===== config.mk =====
export PLATFORM = sky130hd
export DESIGN_NAME = olst_cell
export DESIGN_NICKNAME = d
export VERILOG_FILES = /design/src/rtl/olst_pkg.sv /design/src/rtl/olst_cell.sv
export SDC_FILE = /design/constraint.sdc
export NUM_CORES = 1
export LEC_CHECK = 0
export ABC_AREA = 1
export CORE_AREA = 3 3 87 89
export DETAILED_ROUTE_END_ITERATION = 8
export DIE_AREA = 0 0 90 92
export DONT_BUFFER_PORTS = 1
export GPL_ROUTABILITY_DRIVEN = 0
export PLACE_DENSITY = 0.7
export RECOVER_POWER = 25
export SKIP_LAST_GASP = 1
export SLEW_MARGIN = 20
export SYNTH_ARGS = -nofsm -noshare
export SYNTH_HDL_FRONTEND = slang
export SYNTH_SLANG_ARGS = --single-unit

===== constraint.sdc =====
create_clock -name clock -period 2.7 [get_ports clock]
set_input_delay 0.135 -clock clock [delete_from_list [all_inputs] [get_ports clock]]
set_output_delay 0.135 -clock clock [all_outputs]
set_load 0.02 [all_outputs]

===== src/rtl/olst_pkg.sv =====
// ----------------------------------------------------------------------------
// olst_pkg
// Shared types and codes for the ordered list store: request actions, result
// status codes, sequencer states and the control word fanned out to the cells.
// ----------------------------------------------------------------------------
package olst_pkg;

   localparam int POS_W = 8;
   localparam int VAL_W = 32;
   localparam int LEN_W = 8;

   typedef enum logic [1:0] {
      ACT_GET    = 2'd0,
      ACT_LOCATE = 2'd1,
      ACT_INSERT = 2'd2,
      ACT_DELETE = 2'd3
   } action_type;

   typedef enum logic [1:0] {
      STATUS_OK    = 2'd0,
      STATUS_RANGE = 2'd1,
      STATUS_FULL  = 2'd2
   } status_type;

   typedef enum logic [1:0] {
      ST_IDLE,
      ST_SCAN,
      ST_FINISH
   } state_type;

   // Control word broadcast to every cell.
   typedef struct packed {
      logic locate;     // search for the key instead of selecting by position
      logic insert_en;  // shift up from the position and write the key
      logic delete_en;  // shift down from the position
   } cell_ctl_type;

endpackage


===== src/rtl/olst_cell.sv =====
// ----------------------------------------------------------------------------
// olst_cell
// One list slot. Holds one entry, shifts with its neighbors on insert and
// delete, and forwards one registered stage of the search wave toward cell 0.
// ----------------------------------------------------------------------------
module olst_cell #(
   parameter int INDEX = 0,
   parameter int CW    = 8,
   parameter int XW    = 8
) (
   input  logic                         clock,
   input  olst_pkg::cell_ctl_type       ctl,
   input  logic [XW-1:0]                pos_x,
   input  logic [XW-1:0]                count_x,
   input  logic [olst_pkg::VAL_W-1:0]   key,
   input  logic [olst_pkg::VAL_W-1:0]   left_value,
   input  logic [olst_pkg::VAL_W-1:0]   right_value,
   input  logic [olst_pkg::VAL_W-1:0]   carry_in_value,
   input  logic [CW-1:0]                carry_in_pos,
   output logic [olst_pkg::VAL_W-1:0]   value,
   output logic [olst_pkg::VAL_W-1:0]   carry_out_value,
   output logic [CW-1:0]                carry_out_pos
);

   localparam logic [XW-1:0] IDX1   = XW'(INDEX + 1);
   localparam logic [CW-1:0] IDX1_C = CW'(INDEX + 1);

   logic [olst_pkg::VAL_W-1:0] value_ff, value_in;
   logic [olst_pkg::VAL_W-1:0] carry_value_ff, carry_value_in;
   logic [CW-1:0]              carry_pos_ff, carry_pos_in;
   logic                       live;
   logic                       hit;

   always_comb begin
      live = (IDX1 <= count_x);
      // locate takes the lowest live match; get and delete take the addressed slot
      hit  = ctl.locate ? (live && (value_ff == key)) : (IDX1 == pos_x);

      carry_value_in = hit ? value_ff : carry_in_value;
      carry_pos_in   = hit ? IDX1_C : carry_in_pos;

      priority if (ctl.insert_en && (IDX1 == pos_x)) begin
         value_in = key;
      end else if (ctl.insert_en && (IDX1 > pos_x)) begin
         value_in = left_value;
      end else if (ctl.delete_en && (IDX1 >= pos_x)) begin
         value_in = right_value;
      end else begin
         value_in = value_ff;
      end
   end

   always_ff @(posedge clock) begin
      value_ff       <= value_in;
      carry_value_ff <= carry_value_in;
      carry_pos_ff   <= carry_pos_in;
   end

   assign value           = value_ff;
   assign carry_out_value = carry_value_ff;
   assign carry_out_pos   = carry_pos_ff;

endmodule


==> flow_metrics.env, run 1 <==
export IMPL_r2r_slack_ns=0.56
export IMPL_netlist_area_sq_mm=0.00357
export IMPL_portBuffers=0
export IMPL_hpwl_mm=8.16
export IMPL_critPathCaptureType="flip-flop"
export IMPL_gr_total_overflow=0
export IMPL_design_core_area_sq_mm=0.00683
export IMPL_grt_pass1_wl_mm=19.0
export IMPL_initial_core_util=0.522
export IMPL_pre_cts_ws_ns=0.595
export IMPL_max_cap_violations=0
export IMPL_peakVddDrop_mv=0.258
export IMPL_r2r_cells=10
export IMPL_max_slew_worst_pin_slew_ns=1.45
export IMPL_arrival_ns=2.44
export IMPL_cts_buffer_depth=2
export IMPL_drt_iter0_markers=196
export IMPL_hold_end="carry_out_value[22]"
export IMPL_rsz0062_at_grt="no"
export IMPL_clk_pin_slew_worst_paths_ns=0.08
export IMPL_die_y_microns=92
export IMPL_dr_pass1_iters=7
export IMPL_cp_start_kind="flip-flop"
export IMPL_io_pins=228
export IMPL_fin_crit_sh=0.793
export IMPL_ant_nets=0
export IMPL_hold_violations=0
export IMPL_dieArea_sq_mm=0.00828
export IMPL_min_path_type="primary input to flip-flop"
export IMPL_clockRootBuffer="clkbuf_8"
export IMPL_drc_errors=0
export IMPL_synthCells=505
export IMPL_grtUsageTotal=0.294
export IMPL_dp_cells=591
export IMPL_whs_ns=0.181
export IMPL_postPlaceCellArea_sq_mm=0.00367
export IMPL_routed_wl_mm=12.5
export IMPL_timing_fmax_ghz=0.467
export IMPL_yosysUniqueCellTypes=19
export IMPL_worstHoldStart="pos_x[0]"
export IMPL_cts_htree_levels=3
export IMPL_area_delta_synth_final_pct=38.5
export IMPL_leakagePower_nw=2.36
export IMPL_fin_area_sq_mm=0.00494
export IMPL_finalNonFillerCells=711
export IMPL_cp_required_ns=3.00
export IMPL_rr_endpoint="carry_out_value[19]"
export IMPL_antennaDiodeCount=0
export IMPL_status="complete, no violations"
export IMPL_syn_nets=661
export IMPL_cts_buffers=9
export IMPL_clock_sinks=72
export IMPL_cts_resized=0
export IMPL_avgViaCountPerCell=5.16
export IMPL_power_per_cell_area_mw_per_mm2=496
export IMPL_setup_violations=0
export IMPL_power_total_mw=2.45
export IMPL_reg2reg_from="value[14]"
export IMPL_ys_seq_area_frac=0.494
export IMPL_crit_fanout=32
export IMPL_grt_pass1_vias=3640
export IMPL_fin_setup_tns_ns=0
export IMPL_slew_violations=0
export IMPL_max_slew_margin=0.0284
export IMPL_syn_area_per_cell_sq_um=7.06
export IMPL_vias=3668
export IMPL_clock_skew_final_ns=0.00831
export IMPL_synth_seq_cells=72
export IMPL_antenna_found_initial=0
export IMPL_fp_row_count=30
export IMPL_holdPathStages=4
export IMPL_fin_nets=766
export IMPL_cts_tree="done"
export IMPL_critPathKind="flip-flop to flip-flop"
export IMPL_final_util=0.723
export IMPL_wire_per_inst_microns=17.5
export IMPL_setup_slack_ns=0.558
export IMPL_fin_crit_ns=2.14
export IMPL_yosys_warnings=0
export IMPL_drive_above_1_share=0.0472
export IMPL_die_x_microns=90
export IMPL_insertion_delay_ns=0.35
export IMPL_cts_setup_buffers=0
export IMPL_grt_max_degree=34
[cells by family (layout without fill, tap and decap cells)]
kind of cell	after synthesis	after routing	share of synthesized area
xor gates and xnor gates	7	7	0.0172
DFF	72	72	0.494
AOI/OAI and AO/OA	5	5	0.00807
buffers and inverters	81	191	0.0919
and+or+nand+nor	340	340	0.389
[cells in the mapped netlist (all sizes together)]
cell type | number | area share
nor2 | 33 | 0.035
inv | 63 | 0.066
o22ai | 3 | 0.0053
nor3b | 1 | 0.0021
nand3 | 69 | 0.098
clkbuf | 8 | 0.0084
nand4 | 3 | 0.0053
nand3b | 1 | 0.0021
dfxtp | 40 | 0.22
buf | 10 | 0.017
o21ai | 2 | 0.0028
edfxtp | 32 | 0.27
nand2 | 233 | 0.25
xnor2 | 7 | 0.017
[final cells by class]
| class | instances | area (sq um) |
|---|---|---|
| clock buffer | 14 | 226 |
| clock inverter | 2 | 11.3 |
| fill | 536 | 1890 |
| inverter | 63 | 236 |
| multi-input combinational | 352 | 1490 |
| sequential | 72 | 1760 |
| tap | 96 | 120 |
| timing repair buffer | 112 | 1100 |
[routing by layer]
metal,GRT usage,routed length (microns),vias up
met1,0.324,4640,1677
met4,0.110,257,0
met5,0,0,-
met2,0.531,6440,199
li1,-,-,1771
met3,0.0886,1140,21
[critical path, stage by stage, from the launching register on]
cell,delay [ns]
edfxtp_1,0.53
xnor2_1,0.36
nand2_1,0.09
nor2_1,0.12
nand2_1,0.06
nor2_1,0.12
nand3_2,0.10
nand2_2,0.15
buf_4,0.37
nand2_1,0.10
nand2_1,0.08
[registers in the layout, summed over array words and instances (netlist names)]
register,cells
carry_out_pos,8
value,32
carry_out_value,32
[report_power, final]
group	switching, mW	internal [mW]
combinational	0.0856	0.151
sequential	0.0602	1.17
clock	0.431	0.552
[layout by cell type, fill, tap and decap left out, drive strengths merged]
cell         count
buf              8
clkbuf          14
clkinv           1
dfxtp           40
dlygate4sd3    104
edfxtp          32
inv             64
nand2          233
nand3           69
nand3b           1
nand4            3
nor2            33
nor3b            1
o21ai            2
o22ai            3
xnor2            7
[how the worst max path moves through the flow]
stage               startpoint                  end  cells past startpoint
floorplan             pos_x[1]             value[0]                      5
global placement     value[14]  carry_out_value[20]                     10
detailed placement   value[14]   carry_out_value[0]                     10
CTS                  value[14]  carry_out_value[13]                     10
global route         value[14]  carry_out_value[10]                     10
finish               value[14]  carry_out_value[19]                     10
[timing repair]
action,in CTS,in global routing
setup endpoints to repair,0,0
hold endpoints to repair,72,0
hold buffers,104,0
Power figures use the tool's default switching activity.
==> inputs of run 2 (changes only) <==
--- a/config.mk
+++ b/config.mk
@@ -5,13 +5,13 @@
 export SDC_FILE = /design/constraint.sdc
 export NUM_CORES = 1
 export LEC_CHECK = 0
-export ABC_AREA = 1
+export ABC_AREA = 0
 export CORE_AREA = 3 3 87 89
 export DETAILED_ROUTE_END_ITERATION = 8
 export DIE_AREA = 0 0 90 92
 export DONT_BUFFER_PORTS = 1
 export GPL_ROUTABILITY_DRIVEN = 0
-export PLACE_DENSITY = 0.7
+export PLACE_DENSITY = 0.68
 export RECOVER_POWER = 25
 export SKIP_LAST_GASP = 1
 export SLEW_MARGIN = 20
==> constraint.sdc (replaced) <==
create_clock -name clock -period 2.1 [get_ports clock]
set_input_delay 0.105 -clock clock [delete_from_list [all_inputs] [get_ports clock]]
set_output_delay 0.105 -clock clock [all_outputs]
set_load 0.02 [all_outputs]
==> run 2 against run 1 <==
Global-route usage decreased by 6.1 points. Die area stayed put. Clock power rose by 8%. Final cell count decreased by 32%. Register-to-register slack got worse by 0.44 ns. Hold slack got worse by 0.16 ns. Clock skew grew 0.0051 ns. Utilization decreased by 3.9 points. Routed wire length decreased by 22%.
==> flow_metrics.env, run 2 <==
export IMPL_status="complete, no violations"
export IMPL_cts_setup_buffers=0
export IMPL_pre_cts_ws_ns=0.132
export IMPL_syn_area_per_cell_sq_um=12.3
export IMPL_crit_end="carry_out_value[25]"
export IMPL_critPathBufInv=1
export IMPL_peakVddDrop_mv=0.332
export IMPL_fin_nets=539
export IMPL_crit_fanout=26
export IMPL_synthCells=276
export IMPL_dieArea_sq_mm=0.00828
export IMPL_r2r_cells=6
export IMPL_max_slew_worst_pin_slew_ns=0.553
export IMPL_cts_tree="done"
export IMPL_yosysUniqueCellTypes=21
export IMPL_postPlaceCellArea_sq_mm=0.00378
export IMPL_die_y_microns=92
export IMPL_clk_pin_slew_worst_paths_ns=0.07
export IMPL_hpwl_mm=6.89
export IMPL_rr_endpoint="carry_out_value[25]"
export IMPL_rsz0062_at_grt="no"
export IMPL_cp_cell_sequence="xnor2_1 -> nand4_1 -> nor4_4 -> a31oi_4 -> buf_12 -> mux2_4"
export IMPL_vias=2548
export IMPL_syn_nets=432
export IMPL_min_path_type="primary input to flip-flop"
export IMPL_fin_crit_ns=1.98
export IMPL_startpoint="value[13]"
export IMPL_cts_buffers=9
export IMPL_timing_fmax_ghz=0.504
export IMPL_synth_main_ff_cell="dfxtp_1"
export IMPL_hold_violations=0
export IMPL_slew_violations=0
export IMPL_fp_row_count=30
export IMPL_max_cap_violations=0
export IMPL_clockRootBuffer="clkbuf_8"
export IMPL_insertion_delay_ns=0.34
export IMPL_grtUsageTotal=0.233
export IMPL_yosys_warnings=0
export IMPL_ant_nets=0
export IMPL_power_per_cell_area_mw_per_mm2=627
export IMPL_drc_errors=0
export IMPL_finalNonFillerCells=484
export IMPL_grt_max_degree=65
export IMPL_cts_buffer_depth=2
export IMPL_gr_total_overflow=0
export IMPL_area_delta_synth_final_pct=37.4
export IMPL_io_pins=228
export IMPL_ys_seq_area_frac=0.518
export IMPL_reg2reg_from="value[13]"
export IMPL_die_x_microns=90
export IMPL_critPathCaptureType="flip-flop"
export IMPL_grt_pass1_vias=2768
export IMPL_synth_top_area_cell="edfxtp_1"
export IMPL_fin_crit_sh=0.945
export IMPL_crit_cells=6
export IMPL_critPathTopFamily="simple AND/OR/NAND/NOR gates"
export IMPL_mostFrequentLayoutCell="dlygate4sd3_1"
export IMPL_leakagePower_nw=2.00
export IMPL_drt_iter0_markers=96
export IMPL_ys_top_cells_by_area="edfxtp_1 28%, dfxtp_1 24%, mux2_4 13%, mux2i_1 9.4%, xnor2_1 8.2%"
export IMPL_synth_top_cell_area_share=0.282
export IMPL_critPathKind="flip-flop to flip-flop"
export IMPL_netlist_area_sq_mm=0.00340
export IMPL_arrival_ns=2.20
export IMPL_synth_edf_count=32
export IMPL_critical_path_slowest_cell="edfxtp_1"
export IMPL_clock_skew_final_ns=0.0134
export IMPL_r2r_slack_ns=0.12
export IMPL_avgViaCountPerCell=5.26
export IMPL_cts_htree_levels=3
export IMPL_antenna_found_initial=0
export IMPL_async_flop_share=0
export IMPL_wire_per_inst_microns=20.2
export IMPL_portBuffers=0
export IMPL_final_cell_mix="71 x dlygate4sd3_1, 40 x dfxtp_1, 36 x buf_4, 34 x nand2_1"
export IMPL_synth_seq_cells=72
export IMPL_grt_pass1_wl_mm=14.7
export IMPL_fin_setup_tns_ns=0
export IMPL_fin_area_sq_mm=0.00468
export IMPL_drive_above_1_share=0.247
export IMPL_critPathMaxStageDelay_ns=0.42
export IMPL_initial_core_util=0.498
export IMPL_final_util=0.684
export IMPL_antennaDiodeCount=0
export IMPL_setup_violations=0
export IMPL_yosysMostFrequentCell="dfxtp_1"
export IMPL_cp_required_ns=2.32
export IMPL_max_slew_margin=0.631
export IMPL_design_core_area_sq_mm=0.00683
export IMPL_dr_pass1_iters=4
export IMPL_whs_ns=0.0247
export IMPL_power_total_mw=2.93
export IMPL_synth_common_cells="40 x dfxtp_1, 34 x nand2_1"
export IMPL_clock_sinks=72
export IMPL_setup_slack_ns=0.115
export IMPL_cp_start_kind="flip-flop"
export IMPL_routed_wl_mm=9.78
export IMPL_dp_cells=397
-- run 2: cell count changes after synthesis, sizes merged, moves of 31 or more --
cell / previous run / this run
nand3: 69 / 2
mux2i: 0 / 32
nand2: 233 / 34
inv: 63 / 0
nor2: 33 / 2
mux2: 0 / 32
-- run 2: where the power goes --
part | internal, mW | switching, mW
sequential | 1.51 | 0.0707
clock | 0.546 | 0.516
combinational | 0.203 | 0.0880
-- run 2: cell type report --
cell class	instances	area, sq um
tap	96	120
fill	506	2160
timing repair buffer	110	1020
clock inverter	6	60.1
clock buffer	10	128
multi-input combinational	190	1580
sequential	72	1760
-- run 2: worst min path at each step --
stage                          from                to  slack [ns]  cells past startpoint
global placement    carry_in_pos[0]  carry_out_pos[0]        0.21                      1
global route         right_value[0]          value[0]       0.006                      2
detailed placement  carry_in_pos[0]  carry_out_pos[0]        0.21                      1
CTS                  right_value[0]          value[0]       0.002                      2
finish               right_value[0]          value[0]        0.02                      2
floorplan           carry_in_pos[0]  carry_out_pos[0]        0.20                      1
-- run 2: timing repair --
action                                  CTS  global route
gates resized for setup                   0             1
hold buffers                             71             0
endpoints found under the setup margin    0            22
hold endpoints to repair                 71             0
-- run 2: metal layers --
metal / vias to the layer above / track usage / wire length (microns)
met4: 0 / 0.0944 / 185
met1: 1191 / 0.246 / 3480
li1: 1195 / - / -
met3: 17 / 0.0632 / 688
met5: - / 0 / 0
met2: 145 / 0.437 / 5430
-- run 2: logic make-up after synthesis --
group | Yosys count | synth area share
DFF | 72 | 0.518
muxes | 64 | 0.233
and+or+nand+nor | 60 | 0.0894
AOI/OAI and AO/OA | 34 | 0.0530
xor gates and xnor gates | 32 | 0.0824
buffers and inverters | 14 | 0.0243
